$ cat config.mk
export PLATFORM = sky130hd
export DESIGN_NAME = prime_test_trial_division_top_flat
export DESIGN_NICKNAME = d
export VERILOG_FILES = /design/src/design/ptd_pkg.sv /design/src/design/ptd_ifs.sv /design/src/design/prime_test_trial_division_top.sv /design/src/flat_wrapper.sv
export VERILOG_INCLUDE_DIRS = /design/src /design/src/design
export SDC_FILE = /design/constraint.sdc
export NUM_CORES = 1
export LEC_CHECK = 0
export ABC_CLOCK_PERIOD_IN_PS = 6300
export BUFFER_PORTS_ARGS = -buffer_cell sky130_fd_sc_hd__buf_4
export CAP_MARGIN = 10
export CORE_UTILIZATION = 35
export CTS_BUF_LIST = sky130_fd_sc_hd__clkbuf_8
export DETAILED_ROUTE_END_ITERATION = 10
export SYNTH_ARGS = -nofsm -noshare
export SYNTH_HDL_FRONTEND = slang
export SYNTH_SLANG_ARGS = --single-unit
$ cat constraint.sdc
create_clock -name clk -period 6.3 [get_ports clk]
set_input_delay 0.945 -clock clk [delete_from_list [all_inputs] [get_ports clk]]
set_output_delay 0.945 -clock clk [all_outputs]
set_load 0.01 [all_outputs]
$ cat src/design/prime_test_trial_division_top_macros.svh
// assertion macros for the trial division primality tester
`ifndef PRIME_TEST_TRIAL_DIVISION_TOP_MACROS_SVH
`define PRIME_TEST_TRIAL_DIVISION_TOP_MACROS_SVH

// same-cycle implication, checked outside reset
`define PTD_ASSERT_SAME(lbl, ante, cons, msg) \
    lbl: assert property (@(posedge clk) disable iff (!rst_n) (ante) |-> (cons)) \
        else $error(msg);

// next-cycle implication, checked outside reset
`define PTD_ASSERT_NEXT(lbl, ante, cons, msg) \
    lbl: assert property (@(posedge clk) disable iff (!rst_n) (ante) |=> (cons)) \
        else $error(msg);

`endif

$ cat src/design/ptd_pkg.sv
// package with widths, constants and sequencer states of the primality tester
package ptd_pkg;

    localparam int CAND_W = 32;
    localparam int VAL_W  = 31;
    localparam int DIV_W  = 16;
    localparam int SQ_W   = 32;
    localparam int ALU_W  = 33;
    localparam int BIT_W  = 5;

    localparam logic [DIV_W-1:0] FIRST_DIV = 16'd3;
    localparam logic [SQ_W-1:0]  FIRST_SQ  = 32'd9;
    localparam logic [BIT_W-1:0] TOP_BIT   = 5'd30;

    typedef enum logic [2:0] {
        ST_IDLE,
        ST_TEST,
        ST_DIV,
        ST_BUMP,
        ST_FINISH
    } ptd_state_t;

endpackage

$ cat src/design/ptd_ifs.sv
// valid/ready stream interfaces for candidates and prime flags
interface ptd_cand_if
    import ptd_pkg::*;
();
    logic                     valid;
    logic                     ready;
    logic signed [CAND_W-1:0] candidate;

    modport source (output valid, output candidate, input ready);
    modport sink   (input valid, input candidate, output ready);
endinterface

interface ptd_flag_if;
    logic valid;
    logic ready;
    logic prime_flag;

    modport source (output valid, output prime_flag, input ready);
    modport sink   (input valid, input prime_flag, output ready);
endinterface

$ cat src/design/prime_test_trial_division_top.sv
// trial division primality tester with one shared add/compare unit
//
//   channel | role   | payload
//   --------+--------+------------------------------
//   req     | sink   | candidate, 32 bit signed
//   rsp     | source | prime_flag, 1 bit
//
// negative values, values below 4 and even values go from the transfer straight to the finish state
// every odd divisor runs a square compare, a bit-serial remainder over the 31 value bits, then a square update
// worst case is about 23170 divisors, each with its bit-serial remainder
// req.ready is high only while the sequencer is idle; a held result does not block it
// a finished item waits in the sequencer while the previous result is still not taken
// rst_n clears the sequencer and the output valid flag asynchronously
`include "prime_test_trial_division_top_macros.svh"

module prime_test_trial_division_top
    import ptd_pkg::*;
(
    input  logic       clk,
    input  logic       rst_n,
    ptd_cand_if.sink   req,
    ptd_flag_if.source rsp
);

    ptd_state_t       state_reg, state_next;
    logic [VAL_W-1:0] value_reg, value_next;
    logic [DIV_W-1:0] d_reg, d_next;
    logic [SQ_W-1:0]  sq_reg, sq_next;
    logic [DIV_W-1:0] rem_reg, rem_next;
    logic [BIT_W-1:0] bit_reg, bit_next;
    logic             result_reg, result_next;
    logic             out_valid_reg, out_valid_next;
    logic             flag_reg, flag_next;

    // shared adder
    logic [ALU_W-1:0] alu_a, alu_b;
    logic             alu_cin;
    logic [ALU_W:0]   alu_sum;
    logic             alu_carry;

    logic [DIV_W:0]   rem_shift;
    logic [DIV_W:0]   d_plus1;
    logic             accept;
    logic             out_free;

    assign req.ready = (state_reg == ST_IDLE);
    assign accept    = req.valid && req.ready;
    assign out_free  = !out_valid_reg || rsp.ready;
    assign rem_shift = {rem_reg, value_reg[bit_reg]};
    assign d_plus1   = {1'b0, d_reg} + {{DIV_W{1'b0}}, 1'b1};

    // operand select for the shared adder
    always_comb
    begin
        alu_a   = '0;
        alu_b   = '0;
        alu_cin = 1'b0;
        unique case (state_reg)
            ST_TEST:
            begin
                // value - sq, carry set when sq <= value
                alu_a   = {{(ALU_W-VAL_W){1'b0}}, value_reg};
                alu_b   = ~{{(ALU_W-SQ_W){1'b0}}, sq_reg};
                alu_cin = 1'b1;
            end
            ST_DIV:
            begin
                // partial remainder - d, carry set when no borrow
                alu_a   = {{(ALU_W-DIV_W-1){1'b0}}, rem_shift};
                alu_b   = ~{{(ALU_W-DIV_W){1'b0}}, d_reg};
                alu_cin = 1'b1;
            end
            ST_BUMP:
            begin
                // (d+2)^2 = d^2 + 4(d+1)
                alu_a   = {{(ALU_W-SQ_W){1'b0}}, sq_reg};
                alu_b   = {{(ALU_W-DIV_W-3){1'b0}}, d_plus1, 2'b00};
                alu_cin = 1'b0;
            end
            default:
            begin
                alu_a   = '0;
                alu_b   = '0;
                alu_cin = 1'b0;
            end
        endcase
    end

    assign alu_sum   = {1'b0, alu_a} + {1'b0, alu_b} + {{ALU_W{1'b0}}, alu_cin};
    assign alu_carry = alu_sum[ALU_W];

    // remainder step result
    always_comb
    begin
        if (alu_carry)
        begin
            rem_next = alu_sum[DIV_W-1:0];
        end
        else
        begin
            rem_next = rem_shift[DIV_W-1:0];
        end
    end

    // next state
    always_comb
    begin
        state_next = state_reg;
        unique case (state_reg)
            ST_IDLE:
            begin
                if (accept)
                begin
                    priority if (req.candidate[CAND_W-1] ||
                                 req.candidate[VAL_W-1:0] < 31'd4 ||
                                 !req.candidate[0])
                    begin
                        state_next = ST_FINISH;
                    end
                    else
                    begin
                        state_next = ST_TEST;
                    end
                end
            end
            ST_TEST:
            begin
                state_next = alu_carry ? ST_DIV : ST_FINISH;
            end
            ST_DIV:
            begin
                if (bit_reg == '0)
                begin
                    state_next = (rem_next == '0) ? ST_FINISH : ST_BUMP;
                end
            end
            ST_BUMP:
            begin
                state_next = ST_TEST;
            end
            ST_FINISH:
            begin
                if (out_free)
                begin
                    state_next = ST_IDLE;
                end
            end
            default:
            begin
                state_next = ST_IDLE;
            end
        endcase
    end

    // datapath and output register updates
    always_comb
    begin
        value_next     = value_reg;
        d_next         = d_reg;
        sq_next        = sq_reg;
        bit_next       = bit_reg;
        result_next    = result_reg;
        out_valid_next = out_valid_reg && !rsp.ready;
        flag_next      = flag_reg;
        unique case (state_reg)
            ST_IDLE:
            begin
                if (accept)
                begin
                    value_next = req.candidate[VAL_W-1:0];
                    d_next     = FIRST_DIV;
                    sq_next    = FIRST_SQ;
                    priority if (req.candidate[CAND_W-1] ||
                                 req.candidate[VAL_W-1:0] < 31'd2)
                    begin
                        result_next = 1'b0;
                    end
                    else if (req.candidate[VAL_W-1:0] < 31'd4)
                    begin
                        result_next = 1'b1;
                    end
                    else
                    begin
                        result_next = req.candidate[0];
                    end
                end
            end
            ST_TEST:
            begin
                // square above value means no divisor left
                bit_next    = TOP_BIT;
                result_next = 1'b1;
            end
            ST_DIV:
            begin
                bit_next = bit_reg - 5'd1;
                if (bit_reg == '0 && rem_next == '0)
                begin
                    result_next = 1'b0;
                end
            end
            ST_BUMP:
            begin
                sq_next = alu_sum[SQ_W-1:0];
                d_next  = d_plus1[DIV_W-1:0] + 16'd1;
            end
            ST_FINISH:
            begin
                if (out_free)
                begin
                    out_valid_next = 1'b1;
                    flag_next      = result_reg;
                end
            end
            default:
            begin
                bit_next = bit_reg;
            end
        endcase
    end

    // remainder clears before each new divisor
    logic [DIV_W-1:0] rem_load;
    assign rem_load = (state_reg == ST_DIV) ? rem_next : '0;

    // control registers
    always_ff @(posedge clk or negedge rst_n)
    begin
        if (!rst_n)
        begin
            state_reg     <= ST_IDLE;
            out_valid_reg <= 1'b0;
        end
        else
        begin
            state_reg     <= state_next;
            out_valid_reg <= out_valid_next;
        end
    end

    // payload registers
    always_ff @(posedge clk)
    begin
        value_reg  <= value_next;
        d_reg      <= d_next;
        sq_reg     <= sq_next;
        rem_reg    <= rem_load;
        bit_reg    <= bit_next;
        result_reg <= result_next;
        flag_reg   <= flag_next;
    end

    assign rsp.valid      = out_valid_reg;
    assign rsp.prime_flag = flag_reg;

    // conditions used by the checks
    logic chk_div;
    logic chk_loop;
    logic chk_even;
    logic done_zero;
    assign chk_div   = (state_reg == ST_DIV);
    assign chk_loop  = (state_reg == ST_TEST) || (state_reg == ST_BUMP);
    assign chk_even  = accept && !req.candidate[CAND_W-1] &&
                       (req.candidate[VAL_W-1:0] > 31'd3) && !req.candidate[0];
    assign done_zero = (state_reg == ST_FINISH) && !result_reg;

    // checks on the sequencer
    `PTD_ASSERT_SAME(a_rem_below_div, chk_div, rem_reg < d_reg, "remainder not below divisor")
    `PTD_ASSERT_SAME(a_div_odd, chk_loop, d_reg[0], "even trial divisor")
    `PTD_ASSERT_NEXT(a_even_fast, chk_even, done_zero, "even candidate not rejected at once")

endmodule

$ cat src/flat_wrapper.sv
// flat-port wrapper written by rule: the top's interface ports become plain ports
module prime_test_trial_division_top_flat import ptd_pkg::*;
  (clk, rst_n, req_valid, req_candidate, req_ready, rsp_valid, rsp_prime_flag, rsp_ready);
  ptd_cand_if req_i ();
  ptd_flag_if rsp_i ();
  input  logic clk;
  input  logic rst_n;
  input wire logic [$bits(req_i.valid)-1:0] req_valid;
  input wire logic [$bits(req_i.candidate)-1:0] req_candidate;
  output wire logic [$bits(req_i.ready)-1:0] req_ready;
  output wire logic [$bits(rsp_i.valid)-1:0] rsp_valid;
  output wire logic [$bits(rsp_i.prime_flag)-1:0] rsp_prime_flag;
  input wire logic [$bits(rsp_i.ready)-1:0] rsp_ready;
  assign req_i.valid = req_valid;
  assign req_i.candidate = req_candidate;
  assign req_ready = req_i.ready;
  assign rsp_valid = rsp_i.valid;
  assign rsp_prime_flag = rsp_i.prime_flag;
  assign rsp_i.ready = rsp_ready;
  prime_test_trial_division_top u_core (.clk(clk), .rst_n(rst_n), .req(req_i), .rsp(rsp_i));
endmodule
==> impl_metrics.py, run 1 <==
metrics = {
    "place": {
        "place.gp.congestion": 0.949,
        "numPortBuffers": 38,
        "dpl.cell_count": 914,
        "hpwl_um": 13300,
    },
    "sta": {
        "clock-skew-final_ps": 12.7,
        "period_share": 0.864,
        "hold_viol": 0,
        "fmaxAchievable_mhz": 184,
        "drv_slew": 0,
        "rsz0062_at_grt": "no",
        "min_period_ps": 5440,
        "relSlewSlack": 0.415,
        "setup_viol": 0,
        "fin_tns_setup_ps": 0,
        "tightest_slew_ps": 877,
    },
    "yosys": {
        "netlist_instances": 664,
        "yosysUniqueCellTypes": 61,
        "yosysWarnings": 0,
        "syn_area_sq_um": 6730,
        "synth_seq_cells": 105,
        "avgSynthCellArea_sq_um": 10.1,
        "synth_edf_count": 85,
        "synth_ff_type": "edfxtp_1",
        "synth-seq-area-share": 0.441,
        "synthArstFlopShare": 0.0381,
        "synth_fp_nets": 735,
    },
    "layout": {
        "largest_reg_flops": 32,
        "layout.nets": 762,
        "final_cells": 930,
        "layout_common_cells": "edfxtp_1, nor2_1, buf_4, nand2_1, o21ai_0",
        "final_common_cell": "edfxtp_1",
        "diodes": 0,
        "drive_gt1_frac": 0.164,
        "area_growth_pct": 10.7,
    },
    "status": {
        "outcome": "finished, final reports clean",
    },
    "clocking": {
        "postCtsHoldBufs": 0,
        "post_cts_resized": 0,
        "cts_buffer_depth": 2,
        "clockRootBuffer": "clkbuf_8",
        "cts_num_sinks": 105,
        "postCtsSetupBuffers": 0,
        "clk_pin_slew_ps": 100,
        "insertion_delay_ps": 400,
        "cts_tree": "done",
        "cts_made_buffers": 9,
        "htreeDepth": 3,
    },
    "global_routing": {
        "grt_pass1_wl_um": 28500,
        "grt_pass1_vias": 5223,
        "gr-max-usage-layer": "met2",
        "met1_usage": 0.254,
        "track_usage": 0.187,
        "overflow": 0,
        "use_met2": 0.303,
        "grt_use_met3": 0.0350,
        "grt_max_degree": 41,
        "antenna_found_initial": 0,
    },
    "pwr": {
        "power.clock.fraction": 0.250,
        "leakage_uw": 0.00298,
        "vdd.ir_drop.worst_uv": 176,
        "comb_power_share": 0.197,
        "power_frac_seq": 0.553,
        "swShare": 0.321,
        "internal-power_uw": 1130,
        "switchingPower_uw": 537,
        "power_density_nw_per_um2": 224,
    },
    "floorplanning": {
        "rows": 50,
        "num_io_pins": 39,
        "dieArea_sq_um": 19800,
        "initial_core_util": 0.359,
        "die_w_um": 141,
        "core_sq_um": 18800,
        "fp.dieH_um": 141,
    },
    "critical_path": {
        "endpoint_kind": "flip-flop",
        "worst-setup-path-type": "flip-flop to flip-flop",
        "path_max_fanout": 12,
        "start_kind": "flip-flop",
        "critPathRequiredTime_ps": 6410,
        "cp_data_arrival_time_ps": 5550,
    },
    "route": {
        "wl_per_cell_um": 19.2,
        "viasPerCell": 5.82,
        "wl_um": 17800,
        "vias": 5409,
        "drt-pass1-iter-count": 5,
        "drt_iter0_markers": 433,
        "ant_nets": 0,
        "drc_errors": 0,
    },
    "run": {
        "drv_cap": 0,
    },
    "worst_hold_path": {
        "min_path_type": "input port to asynchronous set/reset pin",
    },
}
through the flow:
stage          hold slack, ps  cell area (sq um)  utilization  setup slack (ps)  total power, uW
6_report                  326               7450        0.397               858             1670
5_1_grt                   311               7450        0.397               517             1740
4_1_cts                   311               7450        0.397               888             1680
3_5_place_dp              428               7270        0.387               905             1270
3_3_place_gp              416               7270        0.387               978             1260
2_1_floorplan             400               6730            -              1630             1130
path summary, 6_finish.rpt:
check / startpoint / endpoint / slack (ps) / cells past startpoint
worst max-delay path: u_core.bit_reg[0]$_SDFFCE_PP0N_ / u_core.result_reg$_DFFE_PP_ / 860 / 15
worst min-delay path: rst_n / u_core.state_reg[0]$_DFFE_PN0P_ / 330 / 1
worst max register to register: u_core.bit_reg[0]$_SDFFCE_PP0N_ / u_core.result_reg$_DFFE_PP_ / 860 / 15
worst min register to register: u_core.result_reg$_DFFE_PP_ / u_core.rsp.prime_flag$_DFFE_PP_ / 450 / 0
max in group asynchronous: rst_n / u_core.state_reg[1]$_DFFE_PN0P_ / 5880 / 1
min in group clk: u_core.result_reg$_DFFE_PP_ / u_core.rsp.prime_flag$_DFFE_PP_ / 450 / 0
critical path, cell delays in order (launching register included):
cell and delay [ps]:
edfxtp_1 690, mux4_1 630, mux4_2 450, mux2_2 290, a222oi_1 230, inv_1 110
fa_1 490, a211oi_2 340, o211ai_1 180, a41oi_1 300, o21ai_0 180, xor2_1 200
nor4_1 350, nand3_1 200, mux2_4 320, o21ai_0 180
area by class of cell:
class	instances	area, sq um
inverters	16	60.1
fillers	1863	11300
multi-input cells	509	3570
flip-flops and latches	105	2970
repair buffers	50	375
clock buffers	9	124
clock inverters	7	60.1
well taps	234	293
power by group through the flow:
stage / combinational, uW / clock (uW) / sequential (uW)
after detailed placement: 330 / 0 / 938
after CTS: 331 / 426 / 922
after global routing: 363 / 446 / 932
after global placement: 326 / 0 / 936
final: 330 / 417 / 924
after floorplan: 226 / 0 / 901
routing by layer:
layer | vias to the layer above | share of wire
li1 | 2562 | -
met2 | 167 | 0.47
met4 | 0 | 0.016
met1 | 2662 | 0.46
met3 | 18 | 0.058
met5 | - | 0
synthesized netlist by cell type (all sizes together) (8+ instances only):
cell	n	share of area
a22o	14	0.018
nor3	19	0.014
a21oi	25	0.019
o211ai	8	0.0089
mux2	18	0.031
inv	16	0.0089
nand2	36	0.020
xnor2	8	0.010
nand4	9	0.0084
mux2i	17	0.025
and2	16	0.015
dfxtp	16	0.048
o22ai	14	0.013
nor2	83	0.046
buf	9	0.0065
xor2	22	0.029
nor4	14	0.013
or2	21	0.020
edfxtp	85	0.38
clkbuf	25	0.014
mux4	8	0.030
nand3	14	0.010
ha	34	0.063
a21o	8	0.0089
a22oi	19	0.021
o21ai	37	0.027
logic make-up after synthesis:
group | share of synthesized area
AND/OR/NAND/NOR | 0.179
AO/OA/AOI/OAI | 0.159
flip-flops | 0.441
buffers and inverters | 0.0295
multiplexers | 0.0855
adder cells (fa/ha/maj) | 0.0661
XOR/XNOR | 0.0390
Note: power is estimated with default switching activity, not from simulation.
==> inputs of run 2 (changes only) <==
ABC_CLOCK_PERIOD_IN_PS = 7000   (was 6300)
clock period = 7 ns   (was 6.3 ns; I/O delays follow)
==> run 2 against run 1 <==
  * Clock skew increased by 10 ps
  * Via count grew 0.89%
  * Largest cell class unchanged
  * Critical path depth up 1
  * Largest power group unchanged
  * Total power shrank 10%
  * Critical path type unchanged
  * Sequential share of layout area increased by 0.15 points
  * Setup slack gained 740 ps
  * Final cell count is 0.32% lower
==> impl_metrics.py, run 2 (synthesis results as in run 1) <==
metrics = {
    "layout": {
        "fillers": 1809,
        "diodes": 0,
        "layout.nets": 759,
        "seq_area_sq_um": 2970,
        "largest_reg_flops": 32,
        "final_common_cell": "edfxtp_1",
        "layout_common_cells": "edfxtp_1, nor2_1, buf_4, nand2_1, o21ai_0",
        "drive_gt1_frac": 0.159,
        "multiInputGateArea_sq_um": 3570,
        "area_growth_pct": 10.3,
    },
    "place": {
        "hpwl_um": 13700,
        "place.gp.congestion": 0.982,
        "numPortBuffers": 38,
        "dp_slack_ps": 1660,
    },
    "sta": {
        "min_period_ps": 5400,
        "tightest_slew_ps": 978,
        "fin_tns_setup_ps": 0,
        "setup_viol": 0,
        "drv_slew": 0,
        "relSlewSlack": 0.348,
        "fmaxAchievable_mhz": 185,
        "hold_viol": 0,
        "holdWs_ps": 419,
        "setup_ws_ps": 1600,
        "rsz0062_at_grt": "no",
        "clock-skew-final_ps": 23.1,
        "period_share": 0.772,
    },
    "global_routing": {
        "grt_pass1_wl_um": 29300,
        "use_met2": 0.304,
        "grt_max_degree": 48,
        "track_usage": 0.193,
        "grt_use_met3": 0.0418,
        "gr-max-usage-layer": "met2",
        "met1_usage": 0.266,
        "antenna_found_initial": 0,
        "grt_pass1_vias": 5164,
        "overflow": 0,
    },
    "critical_path": {
        "worst-setup-path-type": "flip-flop to flip-flop",
        "cp_num_buf_inv": 2,
        "max_stage_delay_ps": 660,
        "crit_top_cell": "o21ai_0",
        "start_kind": "flip-flop",
        "cp_cell_sequence": "mux4_1, mux4_2, mux2_2, a222oi_1, inv_1, fa_1, a211oi_2, o21ai_0, nand3_1, o211ai_1, o21ai_0, a21oi_1, o21ai_2, buf_4, mux2i_1, nor2_1",
        "cp_data_arrival_time_ps": 5680,
        "cp_top_family": "compound AO/OA/AOI/OAI gates",
        "path_max_fanout": 22,
        "crit_slowest_cell": "edfxtp_1",
        "critPathRequiredTime_ps": 7280,
        "endpoint_kind": "flip-flop",
    },
    "clocking": {
        "postCtsHoldBufs": 0,
        "cts_buffer_depth": 2,
        "clockRootBuffer": "clkbuf_8",
        "cts_num_sinks": 105,
        "insertion_delay_ps": 410,
        "postCtsSetupBuffers": 0,
        "cts_tree": "done",
        "htreeDepth": 3,
        "post_cts_resized": 0,
        "cts_made_buffers": 9,
        "clk_pin_slew_ps": 110,
    },
    "run": {
        "drv_cap": 0,
    },
    "pwr": {
        "leakage_uw": 0.00296,
        "vdd.ir_drop.worst_uv": 158,
        "power_density_nw_per_um2": 203,
        "power.total_uw": 1500,
    },
    "route": {
        "drt-pass1-iter-count": 6,
        "viasPerCell": 5.89,
        "ant_nets": 0,
        "drc_errors": 0,
        "wl_per_cell_um": 19.9,
        "vias": 5457,
        "drt_iter0_markers": 502,
        "wl_um": 18400,
    },
    "floorplanning": {
        "rows": 50,
        "num_io_pins": 39,
        "fp.dieH_um": 141,
        "die_w_um": 141,
        "dieArea_sq_um": 19800,
        "core_sq_um": 18800,
        "initial_core_util": 0.359,
    },
    "status": {
        "outcome": "finished, final reports clean",
    },
    "worst_hold_path": {
        "min_path_type": "input port to asynchronous set/reset pin",
    },
}
run 2: cell types whose count changed in the layout (fill, tap and decap cells not counted):
| cell | before | now |
|---|---|---|
| buf_4 | 50 | 47 |
| inv_6 | 2 | 0 |
| clkinv_1 | 0 | 1 |
| clkinv_4 | 3 | 4 |
run 2: cell type report:
| class | instances | area share |
|---|---|---|
| clock buffers | 9 | 0.0167 |
| flip-flops and latches | 105 | 0.400 |
| well taps | 234 | 0.0394 |
| repair buffers | 47 | 0.0475 |
| clock inverters | 7 | 0.00741 |
| multi-input cells | 509 | 0.481 |
| inverters | 16 | 0.00809 |
run 2: worst reg2reg max path, stage by stage, from the launching register on:
cell and delay [ps]:
edfxtp_1 660, mux4_1 630, mux4_2 450, mux2_2 300
a222oi_1 220, inv_1 100, fa_1 510, a211oi_2 340
o21ai_0 310, nand3_1 140, o211ai_1 170, o21ai_0 360
a21oi_1 200, o21ai_2 190, buf_4 340, mux2i_1 280
nor2_1 70
run 2: path summary, 6_finish.rpt:
check                      depth (start not counted)                             from  slack [ps]                               to
min                                                1                            rst_n         420  u_core.state_reg[0]$_DFFE_PN0P_
max in group asynchronous                          1                            rst_n        6490  u_core.state_reg[2]$_DFFE_PN0P_
min reg2reg                                        0      u_core.result_reg$_DFFE_PP_         440  u_core.rsp.prime_flag$_DFFE_PP_
min in group clk                                   0      u_core.result_reg$_DFFE_PP_         440  u_core.rsp.prime_flag$_DFFE_PP_
max                                               16  u_core.bit_reg[0]$_SDFFCE_PP0N_        1600    u_core.rem_reg[15]$_SDFF_PP0_
max reg2reg                                       16  u_core.bit_reg[0]$_SDFFCE_PP0N_        1600    u_core.rem_reg[15]$_SDFF_PP0_
run 2: where the power goes:
group / leakage [uW] / total (uW) / switching [uW] / internal [uW]
Sequential: 0.000984 / 836 / 66.7 / 769
Clock: 0.0000927 / 369 / 237 / 133
Combinational: 0.00188 / 299 / 183 / 116
run 2: routing by layer:
metal	up-vias	wire length, um
met5	-	0
met2	219	8590
met4	0	321
met1	2651	8250
met3	28	1260
li1	2559	-
run 2: metrics by stage:
stage / cell area [sq um] / util / std cells
after CTS: 7430 / 0.396 / 927
after global placement: 7250 / 0.386 / 911
after floorplan: 6730 / - / 664
after detailed placement: 7250 / 0.386 / 911
final: 7430 / 0.396 / 927
after global routing: 7430 / 0.396 / 927
==> inputs of run 3 (changes only) <==
ABC_CLOCK_PERIOD_IN_PS = 5100   (was 7000)
clock period = 5.1 ns   (was 7 ns; I/O delays follow)
==> run 3 against run 2 <==
  * Total power grew 43%
  * Fmax grew 7.8%
  * First-iteration DRC count shrank 2.2%
  * Utilization grew 1.9 points
  * Sequential share of layout area shrank 1.9 points
  * Register-to-register slack lost 1500 ps
  * Setup slack lost 1500 ps
  * Hold slack lost 300 ps
  * Critical path depth grew 1
  * Highest routed layer unchanged
==> impl_metrics.py, run 3 (synthesis results as in run 1) <==
metrics = {
    "clocking": {
        "clk_pin_slew_ps": 120,
        "cts_made_buffers": 9,
        "cts_num_sinks": 105,
        "postCtsHoldBufs": 0,
        "clockRootBuffer": "clkbuf_8",
        "htreeDepth": 3,
        "cts_tree": "done",
        "cts_buffer_depth": 2,
        "insertion_delay_ps": 410,
    },
    "sta": {
        "drv_slew": 0,
        "min_period_ps": 5010,
        "period_share": 0.982,
        "setup_ws_ps": 89.6,
        "fin_tns_setup_ps": 0,
        "hold_viol": 0,
        "relSlewSlack": 0.550,
        "setup_viol": 0,
        "tightest_slew_ps": 666,
        "clock-skew-final_ps": 13.6,
        "holdWs_ps": 123,
        "fmaxAchievable_mhz": 200,
        "rsz0062_at_grt": "yes",
    },
    "critical_path": {
        "worst-setup-path-type": "flip-flop to flip-flop",
        "start_kind": "flip-flop",
        "path_max_fanout": 3,
        "r2r_start": "u_core.bit_reg[0]$_SDFFCE_PP0N_",
        "cp_data_arrival_time_ps": 5150,
        "critPathRequiredTime_ps": 5240,
        "endpoint_kind": "flip-flop",
        "r2r_setup_slack_ps": 90,
        "reg2reg_depth": 17,
        "r2r_end": "u_core.result_reg$_DFFE_PP_",
    },
    "layout": {
        "diodes": 0,
        "drive_gt1_frac": 0.215,
        "layout.nets": 791,
        "utilization": 0.415,
        "area_growth_pct": 15.7,
        "fillers": 1833,
        "final_common_cell": "edfxtp_1",
        "fin_area_sq_um": 7790,
        "layout_common_cells": "edfxtp_1, nor2_1, buf_4, nand2_1, ha_1",
        "largest_reg_flops": 32,
    },
    "floorplanning": {
        "initial_core_util": 0.359,
        "die_w_um": 141,
        "rows": 50,
        "core_sq_um": 18800,
        "num_io_pins": 39,
        "dieArea_sq_um": 19800,
        "fp.dieH_um": 141,
    },
    "global_routing": {
        "grt_pass1_wl_um": 29900,
        "antenna_found_initial": 0,
        "track_usage": 0.200,
        "grt_pass1_vias": 5316,
        "grt_max_degree": 33,
        "overflow": 0,
    },
    "pwr": {
        "leakage_uw": 0.00313,
        "internal-power_uw": 1450,
        "comb_power_share": 0.219,
        "swShare": 0.327,
        "power.clock.fraction": 0.247,
        "power_density_nw_per_um2": 276,
        "vdd.ir_drop.worst_uv": 205,
        "power_frac_seq": 0.533,
        "switchingPower_uw": 703,
    },
    "route": {
        "vias": 5558,
        "drt_iter0_markers": 491,
        "drc_errors": 0,
        "wl_um": 19300,
        "ant_nets": 0,
        "drt-pass1-iter-count": 5,
        "wl_per_cell_um": 20.1,
        "viasPerCell": 5.80,
    },
    "place": {
        "placed_area_sq_um": 7430,
        "numPortBuffers": 38,
        "dp_slack_ps": -90.4,
        "place.gp.congestion": 0.945,
        "hpwl_um": 14400,
    },
    "status": {
        "outcome": "finished, final reports clean",
    },
    "worst_hold_path": {
        "min_path_type": "input port to asynchronous set/reset pin",
    },
    "run": {
        "drv_cap": 0,
    },
}
==> run 3: changes by cell type in the layout (fill, tap and decap cells not counted), sizes merged <==
| cell | before | now |
|---|---|---|
| buf | 47 | 79 |
| clkinv | 6 | 2 |
| inv | 17 | 21 |
==> run 3: worst max-delay path by stage <==
stage                                          startpoint                           to  slack [ps]
final                     u_core.bit_reg[0]$_SDFFCE_PP0N_  u_core.result_reg$_DFFE_PP_          90
after global routing      u_core.bit_reg[0]$_SDFFCE_PP0N_  u_core.result_reg$_DFFE_PP_         -70
after CTS                 u_core.bit_reg[0]$_SDFFCE_PP0N_  u_core.result_reg$_DFFE_PP_          40
after detailed placement  u_core.bit_reg[0]$_SDFFCE_PP0N_  u_core.result_reg$_DFFE_PP_         -90
after global placement    u_core.bit_reg[0]$_SDFFCE_PP0N_  u_core.result_reg$_DFFE_PP_          30
after floorplan           u_core.bit_reg[0]$_SDFFCE_PP0N_  u_core.result_reg$_DFFE_PP_         430
==> run 3: metal layers <==
| layer | track usage | vias up | routed length [um] |
|---|---|---|---|
| li1 | - | 2618 | - |
| met1 | 0.280 | 2712 | 8670 |
| met2 | 0.312 | 195 | 8900 |
| met4 | 0.0549 | 0 | 388 |
| met3 | 0.0414 | 33 | 1290 |
| met5 | 0 | - | 0 |
==> run 3: metrics by stage <==
| stage | instances | total power (uW) |
|---|---|---|
| after floorplan | 664 | 1390 |
| after global placement | 935 | 1580 |
| after detailed placement | 935 | 1590 |
| after CTS | 954 | 2130 |
| after global routing | 959 | 2250 |
| final | 959 | 2150 |
==> run 3: cell type report <==
cell class / count / area (sq um) / share of cell area
clock buffer: 9 / 124 / 0.0159
sequential: 105 / 2970 / 0.382
tap: 234 / 293 / 0.0376
clock inverter: 7 / 71.3 / 0.00916
inverter: 16 / 60.1 / 0.00771
multi-input combinational: 509 / 3650 / 0.469
timing repair buffer: 79 / 616 / 0.0790
==> run 3: repair_timing <==
action                                  4_1_cts  5_1_grt
endpoints found under the setup margin        2       25
pin swaps                                     3       10
gates cloned                                  0        0
buffers inserted                              3        5
gates resized for setup                       6       21
==> run 3: worst max-delay path, stage by stage (launching register included) <==
cell      delay [ps]
edfxtp_1         450
buf_6            130
mux4_2           490
mux4_2           470
mux2_4           290
a222oi_1         260
inv_1            100
fa_2             390
buf_6            140
a21o_4           220
xor2_4           160
or3_4            410
nor4_4           290
nand4_1          140
nor4_2           200
nand3_2          170
mux2_4           320
o21ai_2          110
==> run 3: power by group through the flow <==
| stage | Sequential, uW | Combinational (uW) | Clock [uW] |
|---|---|---|---|
| final | 1150 | 472 | 532 |
| after detailed placement | 1160 | 424 | 0 |
| after floorplan | 1110 | 279 | 0 |
| after global placement | 1160 | 419 | 0 |
| after CTS | 1140 | 439 | 543 |
| after global routing | 1160 | 514 | 576 |
